## config.mk

```make
export PLATFORM = sky130hd
export DESIGN_NAME = tha_sqrt_chain
export DESIGN_NICKNAME = d
export VERILOG_FILES = /design/src/sv/triangle_area_heron_3d_macros.svh /design/src/sv/tha_sqrt_cell.sv /design/src/sv/tha_sqrt_chain.sv
export SDC_FILE = /design/constraint.sdc
export NUM_CORES = 1
export LEC_CHECK = 0
export BUFFER_PORTS_ARGS = -buffer_cell sky130_fd_sc_hd__buf_4
export CORE_ASPECT_RATIO = 1.5
export CORE_MARGIN = 2
export CORE_UTILIZATION = 48
export DETAILED_ROUTE_END_ITERATION = 10
export PLACE_DENSITY = 0.73
export SLEW_MARGIN = 25
export SYNTH_ARGS = -nofsm -noshare
export SYNTH_HDL_FRONTEND = slang
export SYNTH_SLANG_ARGS = --single-unit
```

## constraint.sdc

```tcl
create_clock -name clk_i -period 2.85 [get_ports clk_i]
set_clock_uncertainty 0.05 [all_clocks]
set_input_delay 0.57 -clock clk_i [delete_from_list [all_inputs] [get_ports clk_i]]
set_output_delay 0.57 -clock clk_i [all_outputs]
set_load 0.01 [all_outputs]
```

## src/sv/triangle_area_heron_3d_macros.svh

```systemverilog
// Assertion macros shared by the triangle area block.
`ifndef TRIANGLE_AREA_HERON_3D_MACROS_SVH
`define TRIANGLE_AREA_HERON_3D_MACROS_SVH

// Condition that must hold at every clock edge out of reset.
`define THA_ASSERT_ALWAYS(label, expr, msg) \
  label: assert property (@(posedge clk_i) disable iff (!rst_ni) (expr)) else $error(msg);

// Implication checked in the same cycle.
`define THA_ASSERT_IMPL(label, ante, cons, msg) \
  label: assert property (@(posedge clk_i) disable iff (!rst_ni) (ante) |-> (cons)) \
    else $error(msg);

`endif

```

## src/sv/tha_sqrt_cell.sv

```systemverilog
// ----------------------------------------------------------------------------
// tha_sqrt_cell
// One bit of a restoring integer square root, registered.
// ----------------------------------------------------------------------------
`default_nettype none

module tha_sqrt_cell #(
  parameter int unsigned N = 8
) (
  input  wire logic           clk_i,
  input  wire logic           en_i,
  input  wire logic [2*N-1:0] rad_i,
  input  wire logic [N+1:0]   rem_i,
  input  wire logic [N-1:0]   root_i,
  output logic      [2*N-1:0] rad_o,
  output logic      [N+1:0]   rem_o,
  output logic      [N-1:0]   root_o
);

  logic [N+3:0] rem_sh;
  logic [N+3:0] trial;
  logic         take;
  logic [N+3:0] rem_new;

  always_comb begin
    rem_sh  = {rem_i, rad_i[2*N-1 -: 2]};
    trial   = {2'b00, root_i, 2'b01};
    take    = (rem_sh >= trial);
    rem_new = take ? (rem_sh - trial) : rem_sh;
  end

  always_ff @(posedge clk_i) begin
    if (en_i) begin
      rad_o  <= {rad_i[2*N-3:0], 2'b00};
      rem_o  <= rem_new[N+1:0];
      root_o <= {root_i[N-2:0], take};
    end
  end

endmodule

`default_nettype wire

```

## src/sv/tha_sqrt_chain.sv

```systemverilog
// ----------------------------------------------------------------------------
// tha_sqrt_chain
// Row of N square root cells; root_o is floor(sqrt(rad)).
// ----------------------------------------------------------------------------
`default_nettype none

module tha_sqrt_chain #(
  parameter int unsigned N = 8
) (
  input  wire logic           clk_i,
  input  wire logic           en_i,
  input  wire logic [2*N-1:0] rad_i,
  output logic      [N-1:0]   root_o
);

  logic [2*N-1:0] rad  [N+1];
  logic [N+1:0]   rem  [N+1];
  logic [N-1:0]   root [N+1];

  assign rad[0]  = rad_i;
  assign rem[0]  = '0;
  assign root[0] = '0;

  for (genvar g = 0; g < N; g++) begin : g_cell
    tha_sqrt_cell #(.N(N)) u_cell (
      .clk_i  (clk_i),
      .en_i   (en_i),
      .rad_i  (rad[g]),
      .rem_i  (rem[g]),
      .root_i (root[g]),
      .rad_o  (rad[g+1]),
      .rem_o  (rem[g+1]),
      .root_o (root[g+1])
    );
  end

  assign root_o = root[N];

endmodule

`default_nettype wire

```

# [Word level (Yosys, flattened, before mapping)]
# Cells that the tools add are included.
# Widths: inputs -> output; s select.
[totals] ff_bits=155 elab_cells=45
[op_classes] n_addsub=7 magnitude_cmp=8 n_mux=7
[ops] cell="$mux 10" n=6
[ops] cell="$ge 12x3->1" n=1
[ops] cell="$ge 12x4->1" n=1
[ops] cell="$ge 12x5->1" n=1
[ops] cell="$ge 12x6->1" n=1
[ops] cell="$ge 12x7->1" n=1
[ops] cell="$ge 12x8->1" n=1
[ops] cell="$ge 12x9->1" n=1
[ops] cell="$sub 10x3->10" n=1
[ops] cell="$sub 10x4->10" n=1
[ops] cell="$sub 10x5->10" n=1
[ops] cell="$sub 10x6->10" n=1
[ops] cell="$sub 10x7->10" n=1
[ops] cell="$sub 10x8->10" n=1
[ops] cell="$sub 2x1->3 const B" n=1
[ops] cell="$ge 2x1->1 const B" n=1
[ops] cell="$mux 2" n=1

# [Longest topological paths before layout]
# Gate-level depths: netlist of run 1.
[depth] depth_word=2 mapped_depth=9 depth_no_buf=8

# [Cells and area by module]
# From an unflattened synthesis of run 1, not the netlist that was laid out.
[unflattened] cells_unflattened=929 area_unflattened_um2=12856.1
[modules_own_cells] mod="tha_sqrt_cell" instances=8 cells_each=116 area_each_um2=1606.5 seq_area_each_um2=960.9
[modules_own_cells] mod="tha_sqrt_chain" instances=1 cells_each=1 area_each_um2=3.8 seq_area_each_um2=0.0

# [Worst setup path after synthesis of run 1]
# No wires, ideal clock.
[synth_path] path_type="register to register" start="register g_cell[4].u_cell.rem_o[3]" end="register g_cell[5].u_cell.rem_o[2], data pin" t_arrival_ns=2.067 required_ns=2.540 setup_slack_ns=0.473 path_stages_with_launch=8 path_buffers=1 cell_sequence="edfxtp_1 > ha_1 > a21oi_2 > nor2b_1 > or4b_4 > or2_1 > buf_6 > mux2_4"
[synth_via] elab_chain_len=2
[synth_lines] element="from (decl)" line_no="tha_sqrt_cell.sv:16" source="output logic [N+1:0] rem_o,"
[synth_lines] element="from (signal assigned)" line_no="tha_sqrt_cell.sv:35" source="rem_o <= rem_new[N+1:0];"
[synth_lines] element="$ge 12x7->1" line_no="tha_sqrt_cell.sv:28" source="take = (rem_sh >= trial);"
[synth_lines] element="net g_cell[5].u_cell.take" line_no="tha_sqrt_cell.sv:22" source="logic take;"
[synth_lines] element="$mux 10" line_no="tha_sqrt_cell.sv:29" source="rem_new = take ? (rem_sh - trial) : rem_sh;"
[synth_lines] element="net g_cell[5].u_cell.rem_new[2]" line_no="tha_sqrt_cell.sv:23" source="logic [N+3:0] rem_new;"
[synth_lines] element="to (signal assigned)" line_no="tha_sqrt_cell.sv:35"
[synth_lines] element="to (decl)" line_no="tha_sqrt_cell.sv:16"
# The timed path passes the listed nets, and every way through them passes these cells.
# A chain may end at the register's enable or synchronous reset.

# [Final worst setup path of run 1]
[layout_path] start="register g_cell[4].u_cell.rem_o[3]" end="register g_cell[5].u_cell.rem_o[2], data pin"
[layout_via] elab_chain_len=2
[layout_lines] element="$ge 12x7->1" line_no="tha_sqrt_cell.sv:28"
[layout_lines] element="$mux 10" line_no="tha_sqrt_cell.sv:29"
[layout_lines] element="net g_cell[5].u_cell.rem_new[2]" line_no="tha_sqrt_cell.sv:23"
# The timed path passes the listed nets, and every way through them passes these cells.

==> metrics.md, run 1 <==
| Metric | Value |
|---|---|
| Largest cells by area after synthesis | edfxtp_1, ha_1, xnor2_1 |
| Ys flop type | edfxtp_1 |
| Antenna diodes | 0 |
| Core area | 14500 sq um |
| Yosys reg bits | 155 |
| Die Wd | 103 microns |
| Root buf cell | clkbuf_16 |
| Vias in the first global route | 4216 |
| Worst-margin pin slew | 0.556 ns |
| Vias per cell | 5.34 |
| Layout cells sized above 1 | 14.9% |
| Maximum root-to-sink buffer count | 2 |
| Cell taking the most area after synthesis | edfxtp_1 |
| Achievable frequency | 0.383 GHz |
| Syn_nets | 570 |
| Total Power | 5.95 mW |
| Initial Util | 48.9% |
| Port buffer count | 25 |
| Clock transition at path regs | 0.06 ns |
| Final Slew Violations | 0 |
| CTS Sinks | 155 |
| CTS buffer count | 17 |
| First-pass GRT wire length | 19100 microns |
| CTS tree | yes |
| Post-synthesis async set-or-reset flop share | 0% |
| Leak | 3.14 nW |
| IR drop worst, VDD | 0.388 mV |
| CTS Hold Bufs | 0 |
| Resized Gates After CTS | 0 |
| WL final | 11800 microns |
| Sequential-to-total area share from yosys stat | 65.9% |
| Pre-CTS worst setup slack | 0.290 ns |
| Largest net degree at the start of global routing | 59 |
| Htree depth | 4 |
| Crit Path Class | flop to flop |
| Final hold viol count | 0 |
| Setup TNS | 0 ns |
| Detailed placer's ending HPWL | 8440 microns |
| Arr. time, crit path | 2.72 ns |
| I/O pin total | 26 |
| Synth Instances | 510 |
| Final Setup Violations | 0 |
| RSZ-0062 raised after global routing | no |
| CP endpoint kind | flop |
| Period utilization | 91.7% |
| DP Cell Count | 735 |
| Die area | 15700 sq um |
| Placer Congestion | 0.856 |
| Max cap viols | 0 |
| Post-route insts no fill | 765 |
| FF-to-FF setup slack | 0.24 ns |
| Nets | 618 |
| Synth Area per Inst | 13.9 sq um |
| Cell area after synthesis | 7060 sq um |
| Die H | 153 microns |
| Count of cell types in the netlist | 54 |
| Max-Slew Margin vs Limit | 63.0% |
| DR iter-0 viols | 220 |
| Initial antenna violation count | 0 |
| Pwr dens | 728 nW/um^2 |
| Yosys top cell area share | 65.9% |
| Num rows | 54 |
| Most frequent cells in the layout | edfxtp_1, inv_1, ha_1 |
| Commonest non-fill, non-tap cell in the layout | edfxtp_1 |
| WL per Instance | 15.4 microns |
| DRC | 0 |
| Post-CTS Repair Setup Buffers | 0 |
| Status | complete, no violations |
| Syn. warnings | 0 |
| Worst-skew pair later-pin latency | 0.41 ns |
| DR pass1 iterations | 5 |
| Min-Delay Path Class | primary input to flop |
| Area Overhead vs Synth | 15.6% |
| Number of synthesized flops with an enable pin | 155 |
| Via count | 4085 |
| Critical Path Source Type | flop |
| Crit Path Max Fanout | 8 |
| PnR worst setup slack | 0.238 ns |
| Global Route Usage Sum | 16.0% |
| Grt total ovfl | 0 |
| Critical Path RT | 2.96 ns |
| Antenna Nets Post-Route | 0 |
| Minimum clock period after layout | 2.61 ns |
==> flip-flops by register name, indices dropped and copies added, names as in the netlist <==
| signal | flops |
|---|---|
| g_cell.u_cell.rad_o | 56 |
| g_cell.u_cell.rem_o | 63 |
| g_cell.u_cell.root_o | 36 |
==> final cells by class <==
type	instances	area, sq um
fillers	1201	6290
clock inverters	13	190
multi-input cells	299	2190
clock buffers	17	425
flip-flops and latches	155	4650
inverters	50	188
well taps	196	245
repair buffers	35	279
==> power breakdown <==
group / switching [mW] / leakage, nW / internal [mW]
Sequential: 0.112 / 1.48 / 2.79
Combinational: 0.381 / 1.36 / 0.327
Clock: 0.876 / 0.300 / 1.47
==> worst max-delay path, stage by stage (launching register included) <==
cell and delay [ns]:
edfxtp_1 0.41, ha_1 0.38, a21oi_2 0.16, nor2b_1 0.09, or4b_4 0.51, or2_1 0.39, mux2_4 0.36
==> synthesized netlist by cell type (all sizes together), types with 4 or more instances <==
library cell and n:
nor3 13, inv 50, nand2b 6, mux2 11, xnor2 23, nor2 29
nand3 8, edfxtp 155, o21ai 33, buf 5, a21oi 26, nor4 8
or3 5, xor2 7, nand2 15, ha 42, or4 5, o31ai 4
o21a 15, nor2b 9
==> metrics by stage <==
step,utilization [%],instance area (sq um),hold slack [ns]
after global placement,52.2,7550,0.350
after floorplan,-,7060,0.350
after CTS,56.5,8170,0.253
final,56.5,8170,0.278
after global routing,56.5,8170,0.248
after detailed placement,52.2,7550,0.355
==> path summary, 6_finish.rpt <==
path | cells past startpoint | start | end
setup / recovery | 6 | g_cell[4].u_cell.rem_o[3]$_DFFE_PP_ | g_cell[5].u_cell.rem_o[2]$_DFFE_PP_
hold / removal | 1 | rad_i[11] | g_cell[0].u_cell.rad_o[13]$_DFFE_PP_
setup reg to reg | 6 | g_cell[4].u_cell.rem_o[3]$_DFFE_PP_ | g_cell[5].u_cell.rem_o[2]$_DFFE_PP_
hold reg to reg | 0 | g_cell[0].u_cell.rad_o[2]$_DFFE_PP_ | g_cell[1].u_cell.rad_o[4]$_DFFE_PP_
==> layer usage <==
metal / track usage, % / wire length (microns) / up-vias / share of wire [%]
li1: - / - / 1999 / -
met1: 14.3 / 3980 / 1994 / 34
met2: 31.3 / 7220 / 69 / 61
met3: 3.81 / 255 / 23 / 2.2
met4: 8.27 / 338 / 0 / 2.9
met5: 0 / 0 / - / 0
==> cell families after synthesis <==
family / after synthesis / share of synthesized area (%)
compound gates: 98 / 8.59
xor+xnor: 30 / 3.72
fa+ha+maj: 42 / 7.44
buf+inv: 56 / 3.15
flops: 155 / 65.9
mux: 12 / 2.11
other cells: 1 / 0.0531
simple gates: 116 / 9.05
Power figures use the tool's default switching activity.
==> inputs of run 2 (changes only) <==
- RECOVER_POWER: unset -> 50
==> run 2 against run 1 <==
Maximum frequency fell by 0.24%. Wire length rose by 0.53%. Critical path depth did not move. Sequential cell count did not move. Clock power barely moved. Count of clock-buffer cells in the layout did not move. Die area did not move. Sequential share of layout area rose by 0.18 points. Worst setup slack got worse by 0.0064 ns. Highest routed layer unchanged.
==> metrics.md, run 2 (synthesis results as in run 1) <==
| Metric | Value |
|---|---|
| Pint | 4.58 mW |
| Detailed placer's ending HPWL | 8440 microns |
| Layout cells sized above 1 | 14.6% |
| Most used routing layer | met2 |
| Critical Path RT | 2.96 ns |
| Final Slew Violations | 0 |
| Combinational share of power | 11.8% |
| Achievable frequency | 0.382 GHz |
| Initial antenna violation count | 0 |
| Status | complete, no violations |
| CTS Hold Bufs | 0 |
| RSZ-0062 raised after global routing | no |
| Global Route Usage Sum | 16.0% |
| Worst path cell trace | ha_1 -> a21oi_2 -> nor2b_1 -> or4b_4 -> or2_1 -> mux2_4 |
| DR pass1 iterations | 4 |
| Pwr dens | 731 nW/um^2 |
| Num rows | 54 |
| Maximum root-to-sink buffer count | 2 |
| Most frequent cells in the layout | edfxtp_1, inv_1, ha_1 |
| Htree depth | 4 |
| Arr. time, crit path | 2.73 ns |
| Largest net degree at the start of global routing | 59 |
| Slowest cell on crit path | or4b_4 |
| P_sw | 1.38 mW |
| Initial Util | 48.9% |
| Max-Slew Margin vs Limit | 2.10% |
| Antenna Nets Post-Route | 0 |
| Resized Gates After CTS | 0 |
| Max cap viols | 0 |
| Antenna diodes | 0 |
| Commonest non-fill, non-tap cell in the layout | edfxtp_1 |
| Global Route met1 Usage | 14.3% |
| Max reg flops | 63 |
| Critical Path Source Type | flop |
| Placer Congestion | 0.856 |
| CTS buffer count | 17 |
| Final Setup Violations | 0 |
| Minimum clock period after layout | 2.62 ns |
| Worst-margin pin slew | 1.47 ns |
| Flop pwr share | 48.7% |
| Seq. cell area | 4650 sq um |
| Min-Delay Path Class | primary input to flop |
| Worst-skew pair later-pin latency | 0.42 ns |
| WL per Instance | 15.5 microns |
| Vias per cell | 5.37 |
| CTS tree | yes |
| Worst stage delay on the critical path | 0.51 ns |
| Crit Path Class | flop to flop |
| Clock power share | 39.4% |
| Final hold viol count | 0 |
| Met3 usage | 3.81% |
| Root buf cell | clkbuf_16 |
| Port buffer count | 25 |
| Period utilization | 91.9% |
| Grt total ovfl | 0 |
| CP endpoint kind | flop |
| Setup TNS | 0 ns |
| Vias in the first global route | 4216 |
| Die H | 153 microns |
| Total Power | 5.95 mW |
| Switching Share | 23.1% |
| Post-CTS Repair Setup Buffers | 0 |
| First-pass GRT wire length | 19100 microns |
| CTS Sinks | 155 |
| DRC | 0 |
| Top Registers | g_cell.u_cell.rem_o: 63 flops, g_cell.u_cell.rad_o: 56 flops, g_cell.u_cell.root_o: 36 flops |
| Area Overhead vs Synth | 15.3% |
| DR iter-0 viols | 210 |
| Die area | 15700 sq um |
| WL final | 11800 microns |
| I/O pin total | 26 |
| Biggest register | g_cell.u_cell.rem_o |
| Crit Path Max Fanout | 8 |
| Worst hold slack | 0.293 ns |
| Area of the multi-input gates | 2190 sq um |
| Fill cells | 1208 |
| Core area | 14500 sq um |
| Nets | 618 |
| Met2 GRT Util | 31.3% |
| Clock transition at path regs | 0.06 ns |
| Via count | 4107 |
| Leak | 3.13 nW |
| IR drop worst, VDD | 0.396 mV |
| Die Wd | 103 microns |
## run 2: final timing paths
kind / from / to / slack, ns / cells after the start
worst min register to register: g_cell[0].u_cell.rad_o[2]$_DFFE_PP_ / g_cell[1].u_cell.rad_o[4]$_DFFE_PP_ / 0.37 / 0
worst max register to register: g_cell[4].u_cell.rem_o[3]$_DFFE_PP_ / g_cell[5].u_cell.rem_o[2]$_DFFE_PP_ / 0.23 / 6
worst min-delay path: rad_i[11] / g_cell[0].u_cell.rad_o[13]$_DFFE_PP_ / 0.29 / 1
worst max-delay path: g_cell[4].u_cell.rem_o[3]$_DFFE_PP_ / g_cell[5].u_cell.rem_o[2]$_DFFE_PP_ / 0.23 / 6
## run 2: power groups by stage
stage	Combinational, mW	Sequential [mW]	Clock (mW)
after global routing	0.782	2.92	2.49
after floorplan	0.493	2.91	0
after detailed placement	0.702	2.94	0
after global placement	0.664	2.93	0
after CTS	0.709	2.90	2.40
final	0.705	2.90	2.35
## run 2: per-stage QoR
stage / instances / util, % / setup slack, ns / area [sq um]
after floorplan: 510 / - / 0.473 / 7060
after global placement: 735 / 52.2 / 0.367 / 7550
after detailed placement: 735 / 52.2 / 0.290 / 7550
after CTS: 765 / 56.5 / 0.242 / 8170
after global routing: 765 / 56.3 / 0.180 / 8140
final: 765 / 56.3 / 0.231 / 8140
## run 2: metal layers
| metal | vias up | wire [microns] |
|---|---|---|
| li1 | 2001 | - |
| met1 | 2007 | 3950 |
| met2 | 74 | 7220 |
| met5 | - | 0 |
| met3 | 25 | 313 |
| met4 | 0 | 367 |
## run 2: critical path: cells and delay by family (launching register included)
kind / cells / cell delay, ns
simple gates: 3 / 1.00
compound gates: 1 / 0.16
mux: 1 / 0.36
flops: 1 / 0.41
fa+ha+maj: 1 / 0.38
## run 2: final cells by class
type / instances / area share [%]
Sequential cell: 155 / 57.2
Clock buffer: 17 / 5.22
Inverter: 50 / 2.30
Tap cell: 196 / 3.01
Multi-Input combinational cell: 299 / 26.9
Timing Repair Buffer: 35 / 3.10
Clock inverter: 13 / 2.34
==> inputs of run 3 (changes only) <==
- ABC_AREA: unset -> 1
==> run 3 against run 2 <==
Combinational power is 24% higher. Utilization is 0.70 points lower. Area after synthesis is 7.7% higher. Global-route usage is 1.4 points higher. Sequential power hardly changed.
==> metrics.md, run 3 <==
| Metric | Value |
|---|---|
| Ys flop type | edfxtp_1 |
| Leak | 3.66 nW |
| Biggest register | g_cell.u_cell.rem_o |
| Minimum clock period after layout | 2.32 ns |
| Worst-margin pin slew | 1.20 ns |
| Pre-CTS worst setup slack | 0.774 ns |
| IR drop worst, VDD | 0.399 mV |
| Sequential-to-total area share from yosys stat | 61.2% |
| Max-Slew Margin vs Limit | 19.9% |
| CTS tree | yes |
| Period utilization | 81.5% |
| CTS Hold Bufs | 0 |
| Cell taking the most area after synthesis | edfxtp_1 |
| Num rows | 56 |
| Largest cells by area after synthesis | edfxtp_1, nand2_1, ha_1 |
| Global Route Usage Sum | 17.4% |
| Yosys reg bits | 155 |
| Max reg flops | 63 |
| Final Setup Violations | 0 |
| Top Registers | g_cell.u_cell.rem_o: 63 flops, g_cell.u_cell.rad_o: 56 flops, g_cell.u_cell.root_o: 36 flops |
| Htree depth | 4 |
| Core area | 15600 sq um |
| Delay-heaviest family, CP | buffers and inverters |
| First-pass GRT wire length | 22300 microns |
| DR pass1 iterations | 4 |
| Initial antenna violation count | 0 |
| Nets | 812 |
| Top cells by count, synth | nand2_1, edfxtp_1, inv_1, nor2_1, ha_1 |
| Port buffer count | 25 |
| Most frequent cells in the layout | nand2_1, edfxtp_1, inv_1 |
| Die area | 16900 sq um |
| Die H | 158 microns |
| Syn_nets | 767 |
| Via count | 4940 |
| Synth Area per Inst | 10.8 sq um |
| Antenna Nets Post-Route | 0 |
| Worst-skew pair later-pin latency | 0.43 ns |
| Buf/Inv on CP | 2 |
| Setup TNS | 0 ns |
| Fill cells | 1293 |
| WL per Instance | 14.3 microns |
| Layout cells sized above 1 | 14.5% |
| I/O pin total | 26 |
| Critical Path Most Common Cell | clkbuf_2 |
| Synth Instances | 707 |
| Vias in the first global route | 5032 |
| Area Overhead vs Synth | 13.7% |
| Clock transition at path regs | 0.07 ns |
| Arr. time, crit path | 2.32 ns |
| Root buf cell | clkbuf_16 |
| CTS buffer count | 17 |
| Most common cell in the netlist | nand2_1 |
| RSZ-0062 raised after global routing | no |
| Critical Path RT | 2.85 ns |
| Yosys top cell area share | 61.2% |
| Pwr dens | 696 nW/um^2 |
| Syn. warnings | 0 |
| Seq. cell area | 4650 sq um |
| Achievable frequency | 0.430 GHz |
| Number of synthesized flops with an enable pin | 155 |
| Maximum root-to-sink buffer count | 2 |
| Worst hold slack | 0.281 ns |
| Final hold viol count | 0 |
| Count of cell types in the netlist | 31 |
| Post-CTS Repair Setup Buffers | 0 |
| Resized Gates After CTS | 0 |
| Die Wd | 107 microns |
| Worst stage delay on the critical path | 0.86 ns |
| DRC | 0 |
| Commonest non-fill, non-tap cell in the layout | nand2_1 |
| Placer Congestion | 0.930 |
| CTS Sinks | 155 |
| Crit Path Max Fanout | 49 |
| Max cap viols | 0 |
| Slowest cell on crit path | clkbuf_2 |
| Antenna diodes | 0 |
| Placed Area | 8070 sq um |
| Cell area after synthesis | 7610 sq um |
| Crit Path Class | primary input to flop |
| Initial Util | 48.9% |
| Worst path cell trace | clkbuf_2 -> clkbuf_2 |
| DR iter-0 viols | 291 |
| Status | complete, no violations |
| Largest net degree at the start of global routing | 50 |
| Critical Path Source Type | primary input |
| Fin area | 8650 sq um |
| Vias per cell | 5.10 |
| WL final | 13800 microns |
| Grt total ovfl | 0 |
| Detailed placer's ending HPWL | 10600 microns |
| Post-synthesis async set-or-reset flop share | 0% |
| Area of the multi-input gates | 2520 sq um |
| Final Slew Violations | 0 |
| CP endpoint kind | flop |
| PnR worst setup slack | 0.527 ns |
| Total Power | 6.02 mW |
| Min-Delay Path Class | primary input to flop |
-- run 3: changes by cell type in the layout (fill, tap and decap cells not counted), moves of 9 or more --
cell	change
nand2_1	+160
inv_1	+47
nand3_1	+31
nor2_1	+27
o21a_1	-15
o21ai_2	+15
xnor2_1	-15
a21oi_2	+11
nor2b_1	-9
nor3_1	-9
-- run 3: path summary, 6_finish.rpt --
check	start	to	slack, ns	cells after the start
min reg2reg	g_cell[3].u_cell.rad_o[10]$_DFFE_PP_	g_cell[4].u_cell.rad_o[12]$_DFFE_PP_	0.37	0
max	en_i	g_cell[6].u_cell.rem_o[8]$_DFFE_PP_	0.53	2
min	rad_i[2]	g_cell[0].u_cell.rad_o[4]$_DFFE_PP_	0.28	1
max reg2reg	g_cell[2].u_cell.rem_o[1]$_DFFE_PP_	g_cell[3].u_cell.rem_o[1]$_DFFE_PP_	0.80	7
-- run 3: where the power goes --
part           switching [mW]  leakage [nW]  internal (mW)
clock network            1.00         0.289           1.25
logic                   0.547          1.89          0.324
registers               0.110          1.48           2.78
-- run 3: per-stage QoR --
step	cells	util, %
2_1_floorplan	707	-
3_3_place_gp	936	51.9
3_5_place_dp	936	51.9
4_1_cts	968	55.8
5_1_grt	968	55.6
6_report	968	55.6
-- run 3: cell families (layout without fill, tap and decap cells) --
| kind of cell | after synthesis | count (layout) | share of synthesized area (%) |
|---|---|---|---|
| and+or+nand+nor | 305 | 305 | 17.5 |
| DFF | 155 | 155 | 61.2 |
| buffers and inverters | 108 | 166 | 5.67 |
| AOI/OAI and AO/OA | 76 | 76 | 6.40 |
| adders and majority gates | 42 | 42 | 6.91 |
| xor gates and xnor gates | 20 | 20 | 2.30 |
| other | 1 | 1 | 0.0493 |
-- run 3: area by class of cell --
type	instances	area share [%]
clock buffer	17	4.92
timing repair buffer	29	2.52
sequential	155	53.8
clock inverter	15	2.08
tap	203	2.94
multi-input combinational	444	29.1
inverter	105	4.60
-- run 3: routing by layer --
layer	wire (microns)	up-vias	track usage, %
li1	-	2468	-
met1	4540	2327	14.1
met2	8310	95	35.9
met3	244	50	3.83
met4	740	0	11.3
met5	0	-	0
